===== src/rtl/ryuv_pkg.sv =====
// Shared types, constants and register indexes for the RGB to YUV 4:2:0 converter.
`timescale 1ns / 1ps
package ryuv_pkg;

  localparam int MAX_WIDTH = 4096;
  localparam int MAX_HEIGHT = 4096;
  localparam int DIM_W = 13;
  localparam int COUNT_W = $clog2(MAX_WIDTH > MAX_HEIGHT ? MAX_WIDTH : MAX_HEIGHT);
  localparam int ADDR_W = 24;
  localparam int PIX_W = 8;

  localparam logic [DIM_W-1:0] WIDTH_RESET = DIM_W'(640);
  localparam logic [DIM_W-1:0] HEIGHT_RESET = DIM_W'(480);
  localparam logic [DIM_W-1:0] DIM_MIN = DIM_W'(2);

  typedef enum logic [1:0] {
    PLANE_Y = 2'd0,
    PLANE_U = 2'd1,
    PLANE_V = 2'd2
  } plane_t;

  typedef enum logic {
    REG_FRAME_WIDTH = 1'b0,
    REG_FRAME_HEIGHT = 1'b1
  } reg_index_t;

  typedef struct packed {
    logic [COUNT_W-1:0] col;
    logic [COUNT_W-1:0] row;
    logic [DIM_W-1:0]   width;
    logic               frame_end;
  } pos_t;

  typedef struct packed {
    logic [PIX_W-1:0]  y;
    logic [PIX_W-1:0]  u;
    logic [PIX_W-1:0]  v;
    logic [ADDR_W-1:0] y_addr;
    logic [ADDR_W-1:0] c_addr;
    logic              has_chroma;
    logic              frame_end;
  } result_t;

  function automatic logic [DIM_W-1:0] clamp_dim(input logic [DIM_W-1:0] value,
                                                 input logic [DIM_W-1:0] max_value);
    logic [DIM_W-1:0] res;
    if (value < DIM_MIN) begin
      res = DIM_MIN;
    end else if (value > max_value) begin
      res = max_value;
    end else begin
      res = value;
    end
    return res;
  endfunction

endpackage


===== src/rtl/ryuv_track.sv =====
// Geometry registers and the column and row counters of the pixel stream.
`timescale 1ns / 1ps
module ryuv_track
  import ryuv_pkg::*;
(
  input  logic             clk,
  input  logic             rst,
  input  logic             cfg_write,
  input  logic             cfg_index,
  input  logic [DIM_W-1:0] cfg_data,
  input  logic             advance,
  output pos_t             pos
);

  logic [DIM_W-1:0]   frame_width;
  logic [DIM_W-1:0]   frame_height;
  logic [COUNT_W-1:0] col;
  logic [COUNT_W-1:0] row;
  logic [COUNT_W-1:0] col_next;
  logic [COUNT_W-1:0] row_next;
  logic [DIM_W-1:0]   eff_width;
  logic [DIM_W-1:0]   eff_height;
  logic               row_end;
  logic               last_row;

  always_comb begin
    eff_width = clamp_dim(frame_width, DIM_W'(MAX_WIDTH));
    eff_height = clamp_dim(frame_height, DIM_W'(MAX_HEIGHT));
    row_end = (DIM_W'(col) + DIM_W'(1)) >= eff_width;
    last_row = (DIM_W'(row) + DIM_W'(1)) >= eff_height;
    if (row_end) begin
      col_next = '0;
      row_next = last_row ? '0 : row + COUNT_W'(1);
    end else begin
      col_next = col + COUNT_W'(1);
      row_next = row;
    end
    pos.col = col;
    pos.row = row;
    pos.width = eff_width;
    pos.frame_end = row_end && last_row;
  end

  always_ff @(posedge clk) begin
    if (rst) begin
      frame_width <= WIDTH_RESET;
      frame_height <= HEIGHT_RESET;
      col <= '0;
      row <= '0;
    end else begin
      if (cfg_write) begin
        case (reg_index_t'(cfg_index))
          REG_FRAME_WIDTH: frame_width <= cfg_data;
          REG_FRAME_HEIGHT: frame_height <= cfg_data;
          default: frame_width <= frame_width;
        endcase
      end
      if (advance) begin
        col <= col_next;
        row <= row_next;
      end
    end
  end

endmodule


===== src/rtl/ryuv_csc.sv =====
// Color conversion and plane address arithmetic for one registered pixel.
`timescale 1ns / 1ps
module ryuv_csc
  import ryuv_pkg::*;
(
  input  logic [PIX_W-1:0] red,
  input  logic [PIX_W-1:0] green,
  input  logic [PIX_W-1:0] blue,
  input  pos_t             pos,
  output result_t          res
);

  function automatic logic [PIX_W-1:0] scale_clamp(input logic [16:0] pos_sum,
                                                    input logic [16:0] neg_sum,
                                                    input logic bias_on);
    logic [17:0]        t;
    logic [9:0]         q;
    logic signed [11:0] v;
    logic [PIX_W-1:0]   out_val;
    t = {1'b0, pos_sum} + 18'd32768;
    q = 10'((t - {1'b0, neg_sum}) >> 8);
    v = $signed({2'b00, q}) - 12'sd128 + (bias_on ? 12'sd128 : 12'sd0);
    if (t < {1'b0, neg_sum}) begin
      out_val = '0;
    end else if (v < 12'sd0) begin
      out_val = '0;
    end else if (v > 12'sd255) begin
      out_val = 8'd255;
    end else begin
      out_val = v[PIX_W-1:0];
    end
    return out_val;
  endfunction

  logic [16:0] r_ext;
  logic [16:0] g_ext;
  logic [16:0] b_ext;
  logic [16:0] y_pos;
  logic [16:0] u_pos;
  logic [16:0] u_neg;
  logic [16:0] v_pos;
  logic [16:0] v_neg;
  logic [COUNT_W+DIM_W:0] y_full;
  logic [COUNT_W+DIM_W:0] c_full;

  always_comb begin
    r_ext = 17'(red);
    g_ext = 17'(green);
    b_ext = 17'(blue);
    y_pos = 17'd77 * r_ext + 17'd150 * g_ext + 17'd29 * b_ext;
    u_pos = b_ext << 7;
    u_neg = 17'd43 * r_ext + 17'd85 * g_ext;
    v_pos = r_ext << 7;
    v_neg = 17'd107 * g_ext + 17'd21 * b_ext;

    y_full = (COUNT_W+DIM_W+1)'(pos.row) * (COUNT_W+DIM_W+1)'(pos.width)
           + (COUNT_W+DIM_W+1)'(pos.col);
    c_full = (COUNT_W+DIM_W+1)'(pos.row >> 1) * (COUNT_W+DIM_W+1)'(pos.width >> 1)
           + (COUNT_W+DIM_W+1)'(pos.col >> 1);

    res.y = scale_clamp(y_pos, 17'd0, 1'b0);
    res.u = scale_clamp(u_pos, u_neg, 1'b1);
    res.v = scale_clamp(v_pos, v_neg, 1'b1);
    res.y_addr = y_full[ADDR_W-1:0];
    res.c_addr = c_full[ADDR_W-1:0];
    res.has_chroma = !pos.row[0] && !pos.col[0];
    res.frame_end = pos.frame_end;
  end

endmodule


===== src/rtl/ryuv_emit.sv =====
// Result register that sends luma, then U and V for a chroma pixel.
`timescale 1ns / 1ps
module ryuv_emit
  import ryuv_pkg::*;
(
  input  logic              clk,
  input  logic              rst,
  input  logic              load_valid,
  input  result_t           load_res,
  output logic              load_ready,
  output logic              out_valid,
  input  logic              out_ready,
  output logic [1:0]        plane,
  output logic [ADDR_W-1:0] address,
  output logic [PIX_W-1:0]  sample,
  output logic              last,
  output logic              frame_done
);

  result_t res;
  logic    res_valid;
  plane_t  idx;
  plane_t  idx_next;
  logic    beat;

  always_comb begin
    last = (idx == PLANE_V) || ((idx == PLANE_Y) && !res.has_chroma);
    frame_done = last && res.frame_end;
    out_valid = res_valid;
    plane = idx;
    beat = res_valid && out_ready;
    load_ready = !res_valid || (beat && last);
    case (idx)
      PLANE_Y: begin
        address = res.y_addr;
        sample = res.y;
        idx_next = PLANE_U;
      end
      PLANE_U: begin
        address = res.c_addr;
        sample = res.u;
        idx_next = PLANE_V;
      end
      PLANE_V: begin
        address = res.c_addr;
        sample = res.v;
        idx_next = PLANE_Y;
      end
      default: begin
        address = res.y_addr;
        sample = res.y;
        idx_next = PLANE_Y;
      end
    endcase
  end

  always_ff @(posedge clk) begin
    if (rst) begin
      res_valid <= 1'b0;
      idx <= PLANE_Y;
    end else if (load_valid && load_ready) begin
      res_valid <= 1'b1;
      idx <= PLANE_Y;
    end else if (beat) begin
      if (last) begin
        res_valid <= 1'b0;
      end
      idx <= idx_next;
    end
  end

  always_ff @(posedge clk) begin
    if (load_valid && load_ready) begin
      res <= load_res;
    end
  end

endmodule


===== src/rtl/rgb_to_yuv420_planar_converter.sv =====
// Top level of the RGB to planar YUV 4:2:0 converter, BT.601 full range.
// The input beat is registered, then converted and loaded into the result register.
// Throughput: one input beat per cycle unless the result register is busy; a pixel on
// an even row and column holds it for three beats (luma, U, V), others for one.
// Reset clears the counters and both valid flags and sets the geometry to 640 by 480.
`timescale 1ns / 1ps
module rgb_to_yuv420_planar_converter
  import ryuv_pkg::*;
(
  input  logic              clk,
  input  logic              rst,
  input  logic              cfg_write,
  input  logic              cfg_index,
  input  logic [DIM_W-1:0]  cfg_data,
  input  logic              in_valid,
  output logic              in_ready,
  input  logic [PIX_W-1:0]  red,
  input  logic [PIX_W-1:0]  green,
  input  logic [PIX_W-1:0]  blue,
  output logic              out_valid,
  input  logic              out_ready,
  output logic [1:0]        plane,
  output logic [ADDR_W-1:0] address,
  output logic [PIX_W-1:0]  sample,
  output logic              last,
  output logic              frame_done
);

  pos_t             cur_pos;
  pos_t             pix_pos;
  logic             pix_valid;
  logic [PIX_W-1:0] pix_red;
  logic [PIX_W-1:0] pix_green;
  logic [PIX_W-1:0] pix_blue;
  result_t          conv;
  logic             load_ready;
  logic             accept;

  assign in_ready = !pix_valid || load_ready;
  assign accept = in_valid && in_ready;

  ryuv_track u_track (
    .clk       (clk),
    .rst       (rst),
    .cfg_write (cfg_write),
    .cfg_index (cfg_index),
    .cfg_data  (cfg_data),
    .advance   (accept),
    .pos       (cur_pos)
  );

  always_ff @(posedge clk) begin
    if (rst) begin
      pix_valid <= 1'b0;
    end else if (accept) begin
      pix_valid <= 1'b1;
    end else if (load_ready) begin
      pix_valid <= 1'b0;
    end
  end

  always_ff @(posedge clk) begin
    if (accept) begin
      pix_red <= red;
      pix_green <= green;
      pix_blue <= blue;
      pix_pos <= cur_pos;
    end
  end

  ryuv_csc u_csc (
    .red   (pix_red),
    .green (pix_green),
    .blue  (pix_blue),
    .pos   (pix_pos),
    .res   (conv)
  );

  ryuv_emit u_emit (
    .clk        (clk),
    .rst        (rst),
    .load_valid (pix_valid),
    .load_res   (conv),
    .load_ready (load_ready),
    .out_valid  (out_valid),
    .out_ready  (out_ready),
    .plane      (plane),
    .address    (address),
    .sample     (sample),
    .last       (last),
    .frame_done (frame_done)
  );

endmodule


===== config.mk =====
export PLATFORM = sky130hd
export DESIGN_NAME = rgb_to_yuv420_planar_converter
export DESIGN_NICKNAME = d
export VERILOG_FILES = /design/src/rtl/ryuv_pkg.sv /design/src/rtl/ryuv_track.sv /design/src/rtl/ryuv_csc.sv /design/src/rtl/ryuv_emit.sv /design/src/rtl/rgb_to_yuv420_planar_converter.sv
export SDC_FILE = /design/constraint.sdc
export NUM_CORES = 1
export LEC_CHECK = 0
export BUFFER_PORTS_ARGS = -buffer_cell sky130_fd_sc_hd__buf_2
export CORE_UTILIZATION = 30
export DETAILED_ROUTE_END_ITERATION = 10
export PLACE_DENSITY_LB_ADDON = 0.05
export SLEW_MARGIN = 20
export SYNTH_ARGS = -nofsm -noshare
export SYNTH_HDL_FRONTEND = slang
export SYNTH_HIERARCHICAL = 1
export SYNTH_SLANG_ARGS = --single-unit

===== constraint.sdc =====
create_clock -name clk -period 6.99 [get_ports clk]
set_input_delay 0.699 -clock clk [delete_from_list [all_inputs] [get_ports clk]]
set_output_delay 0.699 -clock clk [all_outputs]
set_load 0.005 [all_outputs]

==> flow_summary.yaml <==
clocking:
  cts_buffers: 17
  cts.sinks: 190
  cts_tree: "yes"
  path_clk_slew_ns: 0.10
  max-clock-path-buffers: 2
  cts-root-buf: "clkbuf_16"
  cts_max_level: 4
  insertion_delay_ns: 0.51
worst_setup_path:
  reg2reg_to: "u_emit/res[69]"
  path_depth: 25
  max_stage_delay_ns: 0.52
  crit_type: "reg2reg"
  r2r_start: "pix_green[4]"
  crit_family: "adder cells"
  startpoint_type: "flip-flop"
  worstPathMaxFanout: 7
  cp_slowest_cell: "fa_1"
  crit_required_ns: 7.24
  rr_worst_depth: 25
  cp.arrival_ns: 6.94
  end_kind: "flip-flop"
  endpoint: "u_emit/res[69]"
  startpoint: "pix_green[4]"
  r2r_slack_ns: 0.29
  critPathBufInv: 5
placement:
  place_congestion: 0.817
  placed_cell_area_um2: 25000
  portBuffers: 80
  hpwl_um: 55300
routing:
  drt_pass1_iterations: 5
  vias_per_cell: 4.65
  drt_iter0_markers: 749
  routed_wl_um: 65600
  ant_nets: 0
  num_vias: 15881
  drcViolationCount: 0
  post_drt_wl_per_cell_um: 19.2
synthesis:
  synth_area_um2: 23200
  ys_ff_latch: 190
  synth-edff-count: 136
  synth_nets: 2964
  async_reset_ff_share_pct: 0
  synth-seq-area-share_pct: 22.2
  synth_fa_ha_area_share_pct: 43.7
  synth_top_family_by_area: "adder cells"
  synth_ff_type: "edfxtp_1"
  synth-compound-area-share_pct: 8.92
  yosysUniqueCellTypes: 90
  synth-warning-count: 6
  synth_xor_area_share_pct: 3.58
  yosys.area_share.simple_pct: 12.2
  syn_area_per_cell_um2: 10.2
  netlist_instances: 2284
  synthMuxAreaShare_pct: 1.50
cells_and_area:
  postLayoutCellArea_um2: 25800
  diodes: 0
  drive_above_1_share_pct: 10.5
  area_growth_pct: 11.2
  fin_nets: 3055
sta:
  worst_pin_slew_ns: 1.00
  finalCritPeriodShare_pct: 95.8
  setup_viol_count_final: 0
  rsz0062_at_grt: "false"
  maxSlewHeadroom_pct: 33.2
  min_period_ns: 6.70
  fmax_mhz: 149
  hold_violations: 0
  fin_hold_ws_ns: 0.353
  drv_slew: 0
  skew_ns: 0.0265
global_route:
  gr-total-overflow: 0
  grt_max_degree: 75
  grt_pass1_wl_um: 102000
  antenna_found_initial: 4
  grtUsageTotal_pct: 17.3
  first_global_vias: 16667
floorplanning:
  dieArea_um2: 78600
  fp.coreArea_um2: 76300
  die_w_um: 280
  die_height_um: 280
  num_rows: 101
  start_util_pct: 30.4
  ioPinCount: 81
pwr:
  power_mw: 13.2
  leakagePower_nw: 12.4
  powerDensity_nw_per_um2: 511
  peakVddDrop_mv: 0.609
hold_path:
  hp-class: "in2reg"
status:
  outcome: "finished, final reports clean"
flow_run:
  max_cap_viol_count: 0
sequential cells by signal, summed over array words and instances, names as in the netlist:
signal / flops
u_emit/out_valid: 1
u_track/col: 12
u_track/frame_width: 13
pix_red: 8
pix_valid: 1
pix_pos: 38
pix_green: 8
u_track/row: 12
u_track/frame_height: 13
pix_blue: 8
u_emit/res: 74
u_emit/plane: 2
cells in the mapped netlist (all sizes together), types with 5 or more instances:
master,instances,area (um2)
buf,18,111
or3,8,60.1
fa,291,5830
nand2,184,691
nor4,8,56.3
dfxtp,54,1080
o211ai,11,92.6
nand4,6,37.5
and2,108,678
clkbuf,39,146
edfxtp,136,4080
xor2,36,315
o21bai,7,63.8
nand3,42,210
nor3,29,155
or2,12,75.1
o21ai,46,238
a21o,32,240
a21oi,117,604
inv,422,1580
nor2b,9,63.8
nand4b,6,52.6
mux2,27,308
a211oi,8,72.6
xnor2,59,517
a22oi,9,67.6
nand2b,26,178
a32o,6,60.1
and4,5,43.8
o21a,9,67.6
a31oi,15,113
and3,27,174
nor2,61,229
ha,346,4330
power breakdown:
group	switching (mW)	internal, mW
registers	0.124	1.81
logic	5.83	4.35
clock network	0.579	0.519
total	6.53	6.68
metrics by stage:
step | utilization [%] | setup WS (ns) | TNS (ns) | cells
after CTS | 33.7 | 0.0107 | 0 | 3415
after floorplan | - | 0.0941 | 0 | 2284
after detailed placement | 32.8 | -0.184 | -1.21 | 3382
after global placement | 32.8 | -0.0842 | -0.564 | 3382
after global routing | 33.9 | 0.00262 | 0 | 3418
final | 33.9 | 0.295 | 0 | 3418
worst min-delay path by stage:
stage	startpoint	endpoint	slack (ns)	cells after the start
floorplan	u_track/frame_width[0]	u_track/frame_width[0]	0.44	2
global placement	pix_pos[0]	u_emit/res[0]	0.42	0
detailed placement	pix_pos[0]	u_emit/res[0]	0.44	0
CTS	blue[3]	pix_blue[3]	0.30	1
global route	blue[3]	pix_blue[3]	0.32	1
finish	blue[3]	pix_blue[3]	0.35	1
routing by layer:
metal	GRT usage [%]	up-vias	share of wire (%)
met1	27.8	7863	56
li1	-	7758	-
met3	2.19	30	3.2
met2	24.2	230	40
met4	3.56	0	1.0
met5	0	-	0
layout by cell type (no fill, tap or decap), drive strengths merged, types with 7 or more instances in the layout:
cell	n
clkbuf	18
nor4	8
fa	291
mux2	27
xnor2	59
nand2	184
a21o	32
nor2	61
nor3	29
o21bai	7
inv	429
or2	12
clkinv	7
and2	108
a21oi	117
buf	129
a22oi	9
or3	8
o21ai	46
xor2	36
edfxtp	136
nand2b	26
o211ai	11
dfxtp	54
nand3	42
a31oi	15
a211oi	8
and3	27
o21a	9
nor2b	9
ha	346
layout make-up:
cell class,count,area [um2]
Multi-Input combinational cell,1615,16400
Sequential cell,190,5160
Inverter,422,1580
Clock inverter,14,201
Clock buffer,18,450
Fill cell,7899,50500
Timing Repair Buffer,129,772
Tap cell,1030,1290
repair_timing:
item | in CTS | in global routing
setup buffers | 1 | 3
resized for setup | 4 | 19
endpoints found under the setup margin | 7 | 9
pin swaps | 7 | 12
hold buffers | 0 | 0
cells by family (layout without fill, tap and decap cells):
family	Yosys count	in the layout
DFF	190	190
buffers and inverters	479	583
muxes	31	31
xor gates and xnor gates	95	95
and+or+nand+nor	545	545
AOI/OAI and AO/OA	307	307
adders and majority gates	637	637
Note: power is estimated with default switching activity, not from simulation.
